File: src/hw/rtl/owhm_pkg.sv
// owhm_pkg: shared constants, codes, sine table and microcode rom for the
// omni-wheel h-bridge mixer. no dependencies.

package owhm_pkg;

  // command kinds
  localparam logic [2:0] KIND_HEADING = 3'd0;
  localparam logic [2:0] KIND_VECTOR  = 3'd1;
  localparam logic [2:0] KIND_RUN     = 3'd2;
  localparam logic [2:0] KIND_BRAKE   = 3'd3;
  localparam logic [2:0] KIND_STOP    = 3'd4;

  // configuration register indexes
  localparam logic [2:0] CFG_ANGLE1 = 3'd0;
  localparam logic [2:0] CFG_ANGLE4 = 3'd3;
  localparam logic [2:0] CFG_BRAKE_ON_ZERO = 3'd4;

  // reset mounting angles
  localparam logic [8:0] ANGLE1_RST = 9'd45;
  localparam logic [8:0] ANGLE2_RST = 9'd135;
  localparam logic [8:0] ANGLE3_RST = 9'd225;
  localparam logic [8:0] ANGLE4_RST = 9'd315;

  // arithmetic constants
  localparam logic signed [18:0] SPEED_FULL = 19'sd25600;
  localparam logic signed [15:0] MIX_WEIGHT = 16'sd11585;  // 0.7071 in q2.14
  localparam logic signed [15:0] DIV25_RECIP = 16'sd5243; // 2^17 / 25, rounded up
  localparam logic signed [31:0] ROUND_HALF = 32'sd8192;
  localparam logic [10:0] DUTY_FULL = 11'd1024;
  localparam logic [12:0] ANGLE_BIAS = 13'd1170;          // 90 + 3 * 360

  // microcode step addresses
  localparam logic [2:0] PC_LOOKUP = 3'd0;
  localparam logic [2:0] PC_SUM    = 3'd2;
  localparam logic [2:0] PC_DONE   = 3'd5;
  localparam logic [2:0] PC_BRAKE  = 3'd6;
  localparam logic [2:0] PC_STOP   = 3'd7;

  typedef enum logic [2:0] {
    OP_LOOKUP,
    OP_MUL,
    OP_SUM,
    OP_WRITE,
    OP_DONE,
    OP_BRAKE,
    OP_STOP
  } op_e;

  typedef enum logic [1:0] {
    JMP_NONE,
    JMP_ALWAYS,
    JMP_LOOP
  } jmp_e;

  typedef struct packed {
    op_e        op;
    jmp_e       jmp;
    logic [2:0] target;
  } ctrl_word_t;

  // control program: per motor lookup, multiply, sum, multiply, write; then done, brake and stop steps
  function automatic ctrl_word_t ucode_rom(input logic [2:0] pc);
    ctrl_word_t cw;
    case (pc)
      3'd0:    cw = '{op: OP_LOOKUP, jmp: JMP_NONE,   target: PC_LOOKUP};
      3'd1:    cw = '{op: OP_MUL,    jmp: JMP_NONE,   target: PC_LOOKUP};
      3'd2:    cw = '{op: OP_SUM,    jmp: JMP_NONE,   target: PC_LOOKUP};
      3'd3:    cw = '{op: OP_MUL,    jmp: JMP_NONE,   target: PC_LOOKUP};
      3'd4:    cw = '{op: OP_WRITE,  jmp: JMP_LOOP,   target: PC_LOOKUP};
      3'd5:    cw = '{op: OP_DONE,   jmp: JMP_NONE,   target: PC_DONE};
      3'd6:    cw = '{op: OP_BRAKE,  jmp: JMP_ALWAYS, target: PC_DONE};
      3'd7:    cw = '{op: OP_STOP,   jmp: JMP_ALWAYS, target: PC_DONE};
      default: cw = '{op: OP_DONE,   jmp: JMP_NONE,   target: PC_DONE};
    endcase
    return cw;
  endfunction

  // round(16384 * sin(k deg)) for k = 0..90
  function automatic logic [15:0] quarter_sine(input logic [6:0] k);
    logic [15:0] v;
    case (k)
      7'd0:  v = 16'd0;     7'd1:  v = 16'd286;   7'd2:  v = 16'd572;
      7'd3:  v = 16'd857;   7'd4:  v = 16'd1143;  7'd5:  v = 16'd1428;
      7'd6:  v = 16'd1713;  7'd7:  v = 16'd1997;  7'd8:  v = 16'd2280;
      7'd9:  v = 16'd2563;  7'd10: v = 16'd2845;  7'd11: v = 16'd3126;
      7'd12: v = 16'd3406;  7'd13: v = 16'd3686;  7'd14: v = 16'd3964;
      7'd15: v = 16'd4240;  7'd16: v = 16'd4516;  7'd17: v = 16'd4790;
      7'd18: v = 16'd5063;  7'd19: v = 16'd5334;  7'd20: v = 16'd5604;
      7'd21: v = 16'd5872;  7'd22: v = 16'd6138;  7'd23: v = 16'd6402;
      7'd24: v = 16'd6664;  7'd25: v = 16'd6924;  7'd26: v = 16'd7182;
      7'd27: v = 16'd7438;  7'd28: v = 16'd7692;  7'd29: v = 16'd7943;
      7'd30: v = 16'd8192;  7'd31: v = 16'd8438;  7'd32: v = 16'd8682;
      7'd33: v = 16'd8923;  7'd34: v = 16'd9162;  7'd35: v = 16'd9397;
      7'd36: v = 16'd9630;  7'd37: v = 16'd9860;  7'd38: v = 16'd10087;
      7'd39: v = 16'd10311; 7'd40: v = 16'd10531; 7'd41: v = 16'd10749;
      7'd42: v = 16'd10963; 7'd43: v = 16'd11174; 7'd44: v = 16'd11381;
      7'd45: v = 16'd11585; 7'd46: v = 16'd11786; 7'd47: v = 16'd11982;
      7'd48: v = 16'd12176; 7'd49: v = 16'd12365; 7'd50: v = 16'd12551;
      7'd51: v = 16'd12733; 7'd52: v = 16'd12911; 7'd53: v = 16'd13085;
      7'd54: v = 16'd13255; 7'd55: v = 16'd13421; 7'd56: v = 16'd13583;
      7'd57: v = 16'd13741; 7'd58: v = 16'd13894; 7'd59: v = 16'd14044;
      7'd60: v = 16'd14189; 7'd61: v = 16'd14330; 7'd62: v = 16'd14466;
      7'd63: v = 16'd14598; 7'd64: v = 16'd14726; 7'd65: v = 16'd14849;
      7'd66: v = 16'd14968; 7'd67: v = 16'd15082; 7'd68: v = 16'd15191;
      7'd69: v = 16'd15296; 7'd70: v = 16'd15396; 7'd71: v = 16'd15491;
      7'd72: v = 16'd15582; 7'd73: v = 16'd15668; 7'd74: v = 16'd15749;
      7'd75: v = 16'd15826; 7'd76: v = 16'd15897; 7'd77: v = 16'd15964;
      7'd78: v = 16'd16026; 7'd79: v = 16'd16083; 7'd80: v = 16'd16135;
      7'd81: v = 16'd16182; 7'd82: v = 16'd16225; 7'd83: v = 16'd16262;
      7'd84: v = 16'd16294; 7'd85: v = 16'd16322; 7'd86: v = 16'd16344;
      7'd87: v = 16'd16362; 7'd88: v = 16'd16374; 7'd89: v = 16'd16382;
      7'd90: v = 16'd16384;
      default: v = 16'd0;
    endcase
    return v;
  endfunction

  // q2.14 sine of an angle in 0..359 degrees, quadrant folded
  function automatic logic signed [15:0] sine_q14(input logic [8:0] a);
    logic [8:0]  k;
    logic        neg;
    logic [15:0] mag;
    if (a <= 9'd90) begin
      k = a;
      neg = 1'b0;
    end else if (a <= 9'd180) begin
      k = 9'd180 - a;
      neg = 1'b0;
    end else if (a <= 9'd270) begin
      k = a - 9'd180;
      neg = 1'b1;
    end else begin
      k = 9'd360 - a;
      neg = 1'b1;
    end
    mag = quarter_sine(k[6:0]);
    return neg ? -$signed(mag) : $signed(mag);
  endfunction

endpackage

File: src/hw/rtl/omni_wheel_hbridge_mixer.sv
// omni_wheel_hbridge_mixer: microcoded mixer that turns drive commands into
// phase and enable duties for four h-bridges. depends on owhm_pkg.
//
//   channel | signals                                   | flow
//   --------+-------------------------------------------+---------
//   in      | in_valid_i / in_stall_o, command fields   | to block
//   out     | out_valid_o / out_stall_i, duties + awake | from block
//   cfg     | cfg_valid_i / cfg_ready_o, index + data   | to block
//
// heading and vector drive run five microcode steps per motor through the one
// shared multiplier, then done posts the result; run-one runs sum, multiply,
// write, done; brake-one and stop-all their own step, done; others only done.
// in_stall_o is high while running; a held result does not block the next
// transfer, only its done step. reset restores the angles, clears held duties.

module omni_wheel_hbridge_mixer (
  input  logic               clk_i,
  input  logic               rst_ni,
  // command channel
  input  logic               in_valid_i,
  output logic               in_stall_o,
  input  logic [2:0]         kind_i,
  input  logic signed [10:0] heading_deg_i,
  input  logic signed [15:0] magnitude_i,
  input  logic signed [15:0] rotation_offset_i,
  input  logic signed [15:0] vec_x_i,
  input  logic signed [15:0] vec_y_i,
  input  logic [2:0]         motor_select_i,
  input  logic signed [15:0] single_speed_i,
  // result channel
  output logic               out_valid_o,
  input  logic               out_stall_i,
  output logic [10:0]        phase_duty_m1_o,
  output logic [10:0]        enable_duty_m1_o,
  output logic [10:0]        phase_duty_m2_o,
  output logic [10:0]        enable_duty_m2_o,
  output logic [10:0]        phase_duty_m3_o,
  output logic [10:0]        enable_duty_m3_o,
  output logic [10:0]        phase_duty_m4_o,
  output logic [10:0]        enable_duty_m4_o,
  output logic               driver_awake_o,
  // configuration channel
  input  logic               cfg_valid_i,
  output logic               cfg_ready_o,
  input  logic [2:0]         cfg_index_i,
  input  logic [8:0]         cfg_data_i
);

  // control state
  logic       run_q, run_d;
  logic [2:0] pc_q, pc_d;
  logic [1:0] motor_q, motor_d;
  logic       out_valid_q, out_valid_d;

  // configuration and held duties
  logic [8:0]  angle_q [4];
  logic        brake_zero_q;
  logic [10:0] phase_q [4];
  logic [10:0] enable_q [4];
  logic [10:0] phase_d [4];
  logic [10:0] enable_d [4];
  logic        awake_q, awake_d;

  // command and datapath registers
  logic [2:0]         kind_q;
  logic signed [10:0] head_q;
  logic signed [15:0] mag_q, rot_q, vx_q, vy_q, single_q;
  logic signed [15:0] opa_q, opa_d;
  logic signed [17:0] opb_q, opb_d;
  logic signed [31:0] prod_q, prod_d;
  logic               neg_q, neg_d, zero_q, zero_d;

  // result registers
  logic [10:0] out_phase_q [4];
  logic [10:0] out_enable_q [4];
  logic        out_awake_q;

  owhm_pkg::ctrl_word_t cw;
  logic in_xfer, emit, loop_more;

  assign cw        = owhm_pkg::ucode_rom(pc_q);
  assign in_stall_o  = run_q;
  assign in_xfer   = in_valid_i && !run_q;
  assign cfg_ready_o = 1'b1;
  assign emit      = run_q && (cw.op == owhm_pkg::OP_DONE) && !(out_valid_q && out_stall_i);
  assign loop_more = ((kind_q == owhm_pkg::KIND_HEADING) || (kind_q == owhm_pkg::KIND_VECTOR))
                     && (motor_q != 2'd3);

  // angle reduction: 90 - heading + angle, brought into 0..359
  logic [12:0] ang_t0;
  logic [12:0] ang_t1, ang_t2, ang_t3;
  logic [8:0]  ang_red;
  always_comb begin
    ang_t0 = 13'(angle_q[motor_q]) + owhm_pkg::ANGLE_BIAS
             - 13'($signed({{2{head_q[10]}}, head_q}));
    ang_t1 = (ang_t0 >= 13'd1440) ? ang_t0 - 13'd1440 : ang_t0;
    ang_t2 = (ang_t1 >= 13'd720)  ? ang_t1 - 13'd720  : ang_t1;
    ang_t3 = (ang_t2 >= 13'd360)  ? ang_t2 - 13'd360  : ang_t2;
    ang_red = ang_t3[8:0];
  end

  // vector mix of x and y for the current motor
  logic signed [17:0] vx_e, vy_e, mix;
  always_comb begin
    vx_e = {{2{vx_q[15]}}, vx_q};
    vy_e = {{2{vy_q[15]}}, vy_q};
    case (motor_q)
      2'd0:    mix = -vx_e - vy_e;
      2'd1:    mix = vx_e - vy_e;
      2'd2:    mix = vx_e + vy_e;
      default: mix = vy_e - vx_e;
    endcase
  end

  // rescale and add rotation, or take the run-one speed as is, then saturate
  logic signed [31:0] rnd;
  logic signed [18:0] raw, spd;
  logic [15:0]        spd_abs;
  always_comb begin
    rnd = prod_q + owhm_pkg::ROUND_HALF;
    if (kind_q == owhm_pkg::KIND_RUN) begin
      raw = {{3{single_q[15]}}, single_q};
    end else begin
      raw = $signed({rnd[31], rnd[31:14]}) + $signed({{3{rot_q[15]}}, rot_q});
    end
    if (raw > owhm_pkg::SPEED_FULL) begin
      spd = owhm_pkg::SPEED_FULL;
    end else if (raw < -owhm_pkg::SPEED_FULL) begin
      spd = -owhm_pkg::SPEED_FULL;
    end else begin
      spd = raw;
    end
    spd_abs = spd[18] ? 16'(-spd) : spd[15:0];
  end

  // shared multiplier
  logic signed [33:0] mul_full;
  assign mul_full = opa_q * opb_q;

  // datapath and held state updates
  logic [10:0] duty;
  assign duty = prod_q[27:17];
  always_comb begin
    opa_d   = opa_q;
    opb_d   = opb_q;
    prod_d  = prod_q;
    neg_d   = neg_q;
    zero_d  = zero_q;
    awake_d = awake_q;
    for (int i = 0; i < 4; i++) begin
      phase_d[i]  = phase_q[i];
      enable_d[i] = enable_q[i];
    end
    if (run_q) begin
      case (cw.op)
        owhm_pkg::OP_LOOKUP: begin
          if (kind_q == owhm_pkg::KIND_HEADING) begin
            opa_d = owhm_pkg::sine_q14(ang_red);
            opb_d = {{2{mag_q[15]}}, mag_q};
          end else begin
            opa_d = owhm_pkg::MIX_WEIGHT;
            opb_d = mix;
          end
        end
        owhm_pkg::OP_MUL: begin
          prod_d = mul_full[31:0];
        end
        owhm_pkg::OP_SUM: begin
          neg_d  = spd[18];
          zero_d = (spd == 19'sd0);
          opa_d  = owhm_pkg::DIV25_RECIP;
          opb_d  = $signed({2'b00, spd_abs}) + 18'sd12;
        end
        owhm_pkg::OP_WRITE: begin
          awake_d = 1'b1;
          if (zero_q) begin
            phase_d[motor_q]  = brake_zero_q ? owhm_pkg::DUTY_FULL : 11'd0;
            enable_d[motor_q] = brake_zero_q ? owhm_pkg::DUTY_FULL : 11'd0;
          end else if (neg_q) begin
            phase_d[motor_q]  = duty;
            enable_d[motor_q] = 11'd0;
          end else begin
            phase_d[motor_q]  = 11'd0;
            enable_d[motor_q] = duty;
          end
        end
        owhm_pkg::OP_BRAKE: begin
          phase_d[motor_q]  = owhm_pkg::DUTY_FULL;
          enable_d[motor_q] = owhm_pkg::DUTY_FULL;
        end
        owhm_pkg::OP_STOP: begin
          awake_d = 1'b0;
          for (int i = 0; i < 4; i++) begin
            phase_d[i]  = 11'd0;
            enable_d[i] = 11'd0;
          end
        end
        default: begin
        end
      endcase
    end
  end

  // sequencer: dispatch on transfer, then step the program
  logic sel_ok;
  assign sel_ok = (motor_select_i >= 3'd1) && (motor_select_i <= 3'd4);
  always_comb begin
    run_d       = run_q;
    pc_d        = pc_q;
    motor_d     = motor_q;
    out_valid_d = out_valid_q && out_stall_i;
    if (in_xfer) begin
      run_d   = 1'b1;
      motor_d = 2'(motor_select_i - 3'd1);
      case (kind_i)
        owhm_pkg::KIND_HEADING, owhm_pkg::KIND_VECTOR: begin
          pc_d    = owhm_pkg::PC_LOOKUP;
          motor_d = 2'd0;
        end
        owhm_pkg::KIND_RUN:   pc_d = sel_ok ? owhm_pkg::PC_SUM : owhm_pkg::PC_DONE;
        owhm_pkg::KIND_BRAKE: pc_d = sel_ok ? owhm_pkg::PC_BRAKE : owhm_pkg::PC_DONE;
        owhm_pkg::KIND_STOP:  pc_d = owhm_pkg::PC_STOP;
        default:              pc_d = owhm_pkg::PC_DONE;
      endcase
    end else if (run_q) begin
      if (cw.op == owhm_pkg::OP_DONE) begin
        if (emit) begin
          run_d       = 1'b0;
          out_valid_d = 1'b1;
        end
      end else begin
        case (cw.jmp)
          owhm_pkg::JMP_ALWAYS: pc_d = cw.target;
          owhm_pkg::JMP_LOOP: begin
            if (loop_more) begin
              pc_d    = cw.target;
              motor_d = motor_q + 2'd1;
            end else begin
              pc_d = pc_q + 3'd1;
            end
          end
          default: pc_d = pc_q + 3'd1;
        endcase
      end
    end
  end

  // control, configuration and held state registers
  always_ff @(posedge clk_i or negedge rst_ni) begin
    if (!rst_ni) begin
      run_q        <= 1'b0;
      pc_q         <= owhm_pkg::PC_DONE;
      motor_q      <= 2'd0;
      out_valid_q  <= 1'b0;
      angle_q[0]   <= owhm_pkg::ANGLE1_RST;
      angle_q[1]   <= owhm_pkg::ANGLE2_RST;
      angle_q[2]   <= owhm_pkg::ANGLE3_RST;
      angle_q[3]   <= owhm_pkg::ANGLE4_RST;
      brake_zero_q <= 1'b0;
      awake_q      <= 1'b0;
      for (int i = 0; i < 4; i++) begin
        phase_q[i]  <= 11'd0;
        enable_q[i] <= 11'd0;
      end
    end else begin
      run_q       <= run_d;
      pc_q        <= pc_d;
      motor_q     <= motor_d;
      out_valid_q <= out_valid_d;
      awake_q     <= awake_d;
      for (int i = 0; i < 4; i++) begin
        phase_q[i]  <= phase_d[i];
        enable_q[i] <= enable_d[i];
      end
      // configuration transfer
      if (cfg_valid_i) begin
        if (cfg_index_i <= owhm_pkg::CFG_ANGLE4) begin
          angle_q[cfg_index_i[1:0] - owhm_pkg::CFG_ANGLE1[1:0]] <= cfg_data_i;
        end else if (cfg_index_i == owhm_pkg::CFG_BRAKE_ON_ZERO) begin
          brake_zero_q <= cfg_data_i[0];
        end
      end
    end
  end

  // payload, datapath and result registers
  always_ff @(posedge clk_i) begin
    if (in_xfer) begin
      kind_q   <= kind_i;
      head_q   <= heading_deg_i;
      mag_q    <= magnitude_i;
      rot_q    <= rotation_offset_i;
      vx_q     <= vec_x_i;
      vy_q     <= vec_y_i;
      single_q <= single_speed_i;
    end
    opa_q  <= opa_d;
    opb_q  <= opb_d;
    prod_q <= prod_d;
    neg_q  <= neg_d;
    zero_q <= zero_d;
    if (emit) begin
      for (int i = 0; i < 4; i++) begin
        out_phase_q[i]  <= phase_q[i];
        out_enable_q[i] <= enable_q[i];
      end
      out_awake_q <= awake_q;
    end
  end

  // result ports
  assign out_valid_o      = out_valid_q;
  assign phase_duty_m1_o  = out_phase_q[0];
  assign enable_duty_m1_o = out_enable_q[0];
  assign phase_duty_m2_o  = out_phase_q[1];
  assign enable_duty_m2_o = out_enable_q[1];
  assign phase_duty_m3_o  = out_phase_q[2];
  assign enable_duty_m3_o = out_enable_q[2];
  assign phase_duty_m4_o  = out_phase_q[3];
  assign enable_duty_m4_o = out_enable_q[3];
  assign driver_awake_o   = out_awake_q;

  // a command transfer starts the sequencer
  a_xfer_starts_run: assert property (@(posedge clk_i) disable iff (!rst_ni)
    in_xfer |=> run_q)
    else $error("sequencer did not start after command transfer");

  // the last motor write leaves the loop for the done step
  a_loop_exit: assert property (@(posedge clk_i) disable iff (!rst_ni)
    run_q && (cw.op == owhm_pkg::OP_WRITE) && (motor_q == 2'd3) |=>
    (pc_q == owhm_pkg::PC_DONE))
    else $error("motor loop ran past the last motor");

  // stop-all puts the driver to sleep
  a_stop_sleeps: assert property (@(posedge clk_i) disable iff (!rst_ni)
    run_q && (cw.op == owhm_pkg::OP_STOP) |=> !awake_q)
    else $error("driver still awake after stop");

  // held duties never exceed full scale
  a_duty_range: assert property (@(posedge clk_i) disable iff (!rst_ni)
    (phase_q[0] <= owhm_pkg::DUTY_FULL) && (enable_q[0] <= owhm_pkg::DUTY_FULL) &&
    (phase_q[1] <= owhm_pkg::DUTY_FULL) && (enable_q[1] <= owhm_pkg::DUTY_FULL) &&
    (phase_q[2] <= owhm_pkg::DUTY_FULL) && (enable_q[2] <= owhm_pkg::DUTY_FULL) &&
    (phase_q[3] <= owhm_pkg::DUTY_FULL) && (enable_q[3] <= owhm_pkg::DUTY_FULL))
    else $error("duty above full scale");

endmodule
File: config.mk
export PLATFORM = sky130hd
export DESIGN_NAME = omni_wheel_hbridge_mixer
export DESIGN_NICKNAME = d
export VERILOG_FILES = /design/src/hw/rtl/owhm_pkg.sv /design/src/hw/rtl/omni_wheel_hbridge_mixer.sv
export SDC_FILE = /design/constraint.sdc
export NUM_CORES = 2
export LEC_CHECK = 0
export ABC_CLOCK_PERIOD_IN_PS = 23700
export BUFFER_PORTS_ARGS = -buffer_cell sky130_fd_sc_hd__buf_4
export CORE_MARGIN = 8
export CORE_UTILIZATION = 68
export DETAILED_ROUTE_END_ITERATION = 7
export HOLD_SLACK_MARGIN = 0.03
export PLACE_DENSITY = 0.88
export SKIP_LAST_GASP = 1
export SYNTH_ARGS = -nofsm -noshare
export SYNTH_HDL_FRONTEND = slang
export SYNTH_SLANG_ARGS = --single-unit
File: constraint.sdc
create_clock -name clk_i -period 23.7 [get_ports clk_i]
set_input_delay 0 -clock clk_i [delete_from_list [all_inputs] [get_ports clk_i]]
set_output_delay 0 -clock clk_i [all_outputs]
set_load 0.02 [all_outputs]
* Word level (Yosys, flattened, before mapping)
Memory sizes are Yosys's and may differ from the RTL's. Cells that the tools add are included.
Storage, ports and cells: register bits 296, bits in latches 0, bits in writable memories 88, ROM bits 1976, input port bits 114, output and inout port bits 92, logic and storage cells 205, memories 4
Cells by class: add/subtract/negate cells 21, multiply operators 1, divide/modulo/power cells 0, magnitude comparators 15, eq/ne operators 19, shift operators 0, multiplexer cells 71, bitwise gates (word level) 11, reduce and logical (&&, ||, !) cells 32
Memories:
- (no name shown) | depth 128, width 15, read ports 1, clocked after Yosys merged registers in 0, wr ports 0, line owhm_pkg.sv:81 | case (k)
- (no name shown) | depth 8, width 7, read ports 1, clocked after Yosys merged registers in 0, wr ports 0, line owhm_pkg.sv:64 | case (pc)
- out_enable_q | depth 4, width 11, read ports 4, clocked after Yosys merged registers in 0, wr ports 4, line omni_wheel_hbridge_mixer.sv:75 | logic [10:0] out_enable_q [4];
- out_phase_q | depth 4, width 11, read ports 4, clocked after Yosys merged registers in 0, wr ports 4, line omni_wheel_hbridge_mixer.sv:74 | logic [10:0] out_phase_q [4];
Operator list (number):
- $pmux W44 S3 | 2
- $bwmux W44 | 4
- $mux W44 | 4
- $mux W16 | 6
- $and A44 B44 Y44 | 2
- $and A40 B40 Y40 | 2
- $mux W19 | 3
- $pmux W18 S3 | 1
- $not A44 Y44 | 1
- $mux W7 | 6
- $not A40 Y40 | 1
- $bwmux W36 | 1
- $mux W9 | 4
- $pmux W18 S2 | 1
- $sub A16 B16 Y17 | 2
- $add A32 B15 Y32 const B | 1
- $mul A16 B18 Y32 | 1
- $neg A16 Y16 | 2
- $pmux W16 S2 | 1
- $mux W13 | 2
- $demux W11 S2 | 1
- $mux W11 | 2
- $add A18 B16 Y19 | 1
- $gt A19 B16 Y1 const B | 1
- other kinds (57) | 118

* Logic depth before layout (Yosys ltp)
An unclocked memory read counts as a cell.
word-level depth 27, depth in mapped cells 47

* Least setup slack after synthesis
No wires, ideal clock.
path kind reg-to-reg, start reg motor_q[0], end reg opa_q[9], data pin, arrival 10545 ps, required time 23443 ps, setup slack 12898 ps, stages on the path, launching flop included 44, period minus slack after synthesis 10802 ps, path through dfrtp_1 buf_1 mux4_2 inv_1 ha_1 inv_1 ha_1 inv_1 fa_1 nand2b_1 a21oi_1 xnor2_2 nor4_1 a31oi_2 o31a_4 o32ai_2 a21boi_4 o211a_4 [... 8 more ...] a211oi_4 o31ai_4 o2bb2ai_1 o21ai_4 nand2_2 inv_2 buf_2 buf_1 clkbuf_1 ha_1 a22o_1 a311oi_1 o41a_1 or4b_1 or4_4 o31ai_2 xor2_1 nor2_1
Between the ends: longest elaborated chain between the ends 27, elaborated cells between the ends (all ways) 40
Ends and longest elaborated chain:
- start, declared | line omni_wheel_hbridge_mixer.sv:52 | logic [1:0] motor_q, motor_d;
- start signal, assigned | line omni_wheel_hbridge_mixer.sv:268 | motor_q <= motor_d;
- $not A2 Y3 (not written as such) (*) | line omni_wheel_hbridge_mixer.sv:94 | ang_t0 = 13'(angle_q[motor_q]) + owhm_pkg::ANGLE_BIAS
- $bmux W9 S2 (*) | line omni_wheel_hbridge_mixer.sv:94
- $mux W9 (not written as such) (*) (2 in a row) | line omni_wheel_hbridge_mixer.sv:94
- $add A9 B11 Y12 (*) | line omni_wheel_hbridge_mixer.sv:94
- $sub A12 B13 Y13 (*) | line omni_wheel_hbridge_mixer.sv:95 | - 13'($signed({{2{head_q[10]}}, head_q}));
- $sub A13 B11 Y13 or $ge A13 B11 Y1 (tied branches) | line omni_wheel_hbridge_mixer.sv:96 | ang_t1 = (ang_t0 >= 13'd1440) ? ang_t0 - 13'd1440 : ang_t0;
- $mux W13 (*) | line omni_wheel_hbridge_mixer.sv:96
- $sub A13 B10 Y13 or $ge A13 B10 Y1 (tied branches) | line omni_wheel_hbridge_mixer.sv:97 | ang_t2 = (ang_t1 >= 13'd720) ? ang_t1 - 13'd720 : ang_t1;
- [... 10 more ...]
- $mem_v2 Z128 W15
- $mux W16 | line omni_wheel_hbridge_mixer.sv:157 | if (kind_q == owhm_pkg::KIND_HEADING) begin
- $mux W16 | line omni_wheel_hbridge_mixer.sv:155 | case (cw.op)
- $mux W16 | line omni_wheel_hbridge_mixer.sv:154 | if (run_q) begin
- $neg A16 Y16 | line owhm_pkg.sv:137 | return neg ? -$signed(mag) : $signed(mag);
- $mux W16 (*) | line owhm_pkg.sv:137
- $mux W16 (*) | line omni_wheel_hbridge_mixer.sv:157
- $pmux W16 S2 (*) | line omni_wheel_hbridge_mixer.sv:155
- end signal, assigned | line omni_wheel_hbridge_mixer.sv:297 | opa_q <= opa_d;
- end, declared | line omni_wheel_hbridge_mixer.sv:68 | logic signed [15:0] opa_q, opa_d;
Mark *: on every way between the ends. The rest lies on a longest branch, timed or not. The select of a mux whose other input is x is not followed. A chain may end at the register's enable or synchronous reset.

* Worst setup path in the final report
start reg motor_q[0], end reg opa_q[12], data pin
The elaborated chain is that of the path after synthesis.

==> flow_summary.ini <==
[detailed_routing]
top_layer = met5
vias = 29861
m1WireLength_um = 40990
vias_per_cell = 7.024
drt_iter0_drc = 5091
route.met3.wl_um = 16760
drt_first_pass_iters = 8
drc = 24
ant_nets = 0
wl_per_cell_um = 27.98
routed_wl_um = 118900
dr_wl_met2_um = 52820

[yosys]
synthCells = 3317
syn_area_mm2 = 0.03338
synth_cell_types = 126
synth_area_per_cell_um2 = 10.06
synth_largest_area_cell = edfxtp_1
ys_top_cells_by_count = inv_1 (423), nand2_1 (302), fa_1 (282)
synth-seq-area-share = 0.3145
ys_seq_elements = 371
yosysMostFrequentCell = inv_1
yosysTopAreaCellShare = 0.2141
synth_edf_count = 238
synth_flop_cell = edfxtp_1
synthArstFlopShare = 0.3585
synth.top_cells.by_area = edfxtp_1 (21%), fa_1 (17%), ha_1 (8.6%)
synth_warnings = 0
syn_nets = 3942

[hold_path]
worstHoldPathType = input pin to async pin

[final_layout]
drive_gt1_frac = 0.1304
nets = 4175
areaGrowthSynthToFinish_pct = 13.76
regArea_mm2 = 0.01050
final_area_mm2 = 0.03798
multi_input_area_mm2 = 0.02060
fillers = 2647

[sta]
hold_viol_final = 0
clock_skew_ns = 0.05096
min_period_ns = 12.65
slew_viol_final = 0
rsz0062_at_grt = no
worst_pin_slew_ns = 1.310
slew_headroom = 0.1172
tns_ns = 0
period_share = 0.5338
finalSetupViolCount = 0
clock.fmax_mhz = 79.05
layout_setup_ws_ns = 11.05

[job]
maxCapViolCount = 0

[worst_setup_path]
cp-start-kind = flop
max_stage_delay_ns = 0.83
crit_family = compound AO/OA/AOI/OAI gates
cp.required_ns = 23.97
crit_slowest_cell = dfrtp_1
critPathBufInv = 3
arrival_ns = 12.92
critPathCaptureType = flop
crit_path_max_fanout = 22
crit_type = flop to flop

[grt]
gr-total-overflow = 0
grt_pass1_vias = 30811
grt_start_max_net_pins = 91
grt_pass1_wl_um = 182300
antenna_found_initial = 6
gr-usage-all-layers = 0.4160

[clocking]
clk_pin_slew_worst_paths_ns = 0.07
insertion_delay_ns = 0.60
numCtsBuffers = 39
cts_buffer_depth = 3
cts_resized = 0
cts_sinks = 371
htreeDepth = 2
cts_hold_buf = 118
postCtsSetupRepairBufs = 0
cts_tree = yes
clockRootBuffer = clkbuf_16

[outcome]
status = complete, but fails checks
violations = design-rule violations

[floorplanning]
die_h_um = 237.6
rows = 81
core_mm2 = 0.04875
initial_core_util = 0.6848
die-area_mm2 = 0.05644
pin_count = 206
die_w_um = 237.6

[placed_design]
place_ws_ns = 11.53
portBuffers = 204
gp_congestion = 0.9752
placed_area_mm2 = 0.03539
dp_hpwl_um = 76540
-- logic make-up after synthesis --
kind of cell               synth area share
AOI/OAI and AO/OA                    0.1694
buffers and inverters               0.06979
muxes                               0.02594
other                             0.0001123
adders and majority gates            0.2549
and+or+nand+nor                      0.1236
xor gates and xnor gates            0.04164
DFF                                  0.3145
-- layer usage --
layer / vias up / GRT usage
li1: 11950 / -
met1: 14198 / 0.5206
met2: 2865 / 0.6424
met3: 846 / 0.1320
met4: 2 / 0.2256
met5: - / 0
-- registers in the layout, summed over array words and instances, names as in the netlist, 2 cells and up --
signal,count
angle_q,36
enable_q,44
head_q,11
kind_q,3
mag_q,16
motor_q,2
opa_q,16
opb_q,18
out_enable_q,44
out_phase_q,44
pc_q,3
phase_q,44
prod_q,19
rot_q,16
single_q,16
vx_q,16
vy_q,16
-- stage by stage --
stage / cells / utilization / hold WS, ns
floorplan: 3317 / - / -0.2956
global placement: 4055 / 0.7259 / -0.04940
detailed placement: 4055 / 0.7259 / -0.03973
CTS: 4245 / 0.7787 / 0.05109
global route: 4245 / 0.7787 / 0.07195
finish: 4251 / 0.7790 / 0.06802
-- path summary, 6_finish.rpt --
| check | from | end | slack, ns | cells past startpoint |
|---|---|---|---|---|
| min reg2reg | enable_q[3]$_DFFE_PN0P_ | out_enable_q[3][3]$_DFFE_PP_ | 0.43 | 0 |
| max in group asynchronous | rst_ni | enable_q[38]$_DFFE_PN0P_ | 22.43 | 3 |
| max | motor_q[0]$_DFFE_PN0P_ | opa_q[12]$_SDFFCE_PP1P_ | 11.05 | 35 |
| min in group clk_i | motor_select_i[1] | motor_q[1]$_DFFE_PN0P_ | 0.09 | 6 |
| max reg2reg | motor_q[0]$_DFFE_PN0P_ | opa_q[12]$_SDFFCE_PP1P_ | 11.05 | 35 |
| min | rst_ni | angle_q[0]$_DFFE_PN1P_ | 0.07 | 2 |
-- placed cells by master (no fill, tap or decap), types with 53 or more instances in the layout --
cell type / netlist / routed
and2_1: 131 / 131
nor2_1: 160 / 160
a22o_1: 53 / 53
dfrtp_1: 113 / 113
ha_1: 229 / 229
nand2_1: 302 / 302
a21oi_1: 145 / 144
inv_1: 423 / 422
o21ai_0: 125 / 121
xnor2_1: 109 / 108
fa_1: 282 / 282
buf_4: 6 / 242
dlygate4sd3_1: 0 / 117
edfxtp_1: 238 / 238
-- final cells by class --
class / count / area share
Multi-Input combinational cell: 2345 / 0.5426
Inverter: 432 / 0.04277
Timing Repair Buffer: 361 / 0.07950
Sequential cell: 371 / 0.2765
Clock inverter: 26 / 0.008632
Clock buffer: 46 / 0.02774
Antenna cell: 6 / 0.0003954
Tap cell: 664 / 0.02188
-- worst reg2reg max path: cells and delay by family (launching register included) --
kind | cells | cell delay [ns]
flip-flops | 1 | 0.83
AO/OA/AOI/OAI | 16 | 5.01
AND/OR/NAND/NOR | 7 | 3.11
buffers and inverters | 3 | 0.25
XOR/XNOR | 3 | 0.76
multiplexers | 2 | 1.09
adder cells (fa/ha/maj) | 4 | 1.27
Power is left out: the tool's default activity adds up to more than one toggle a clock period on the data nets, which glitch-free logic cannot reach.
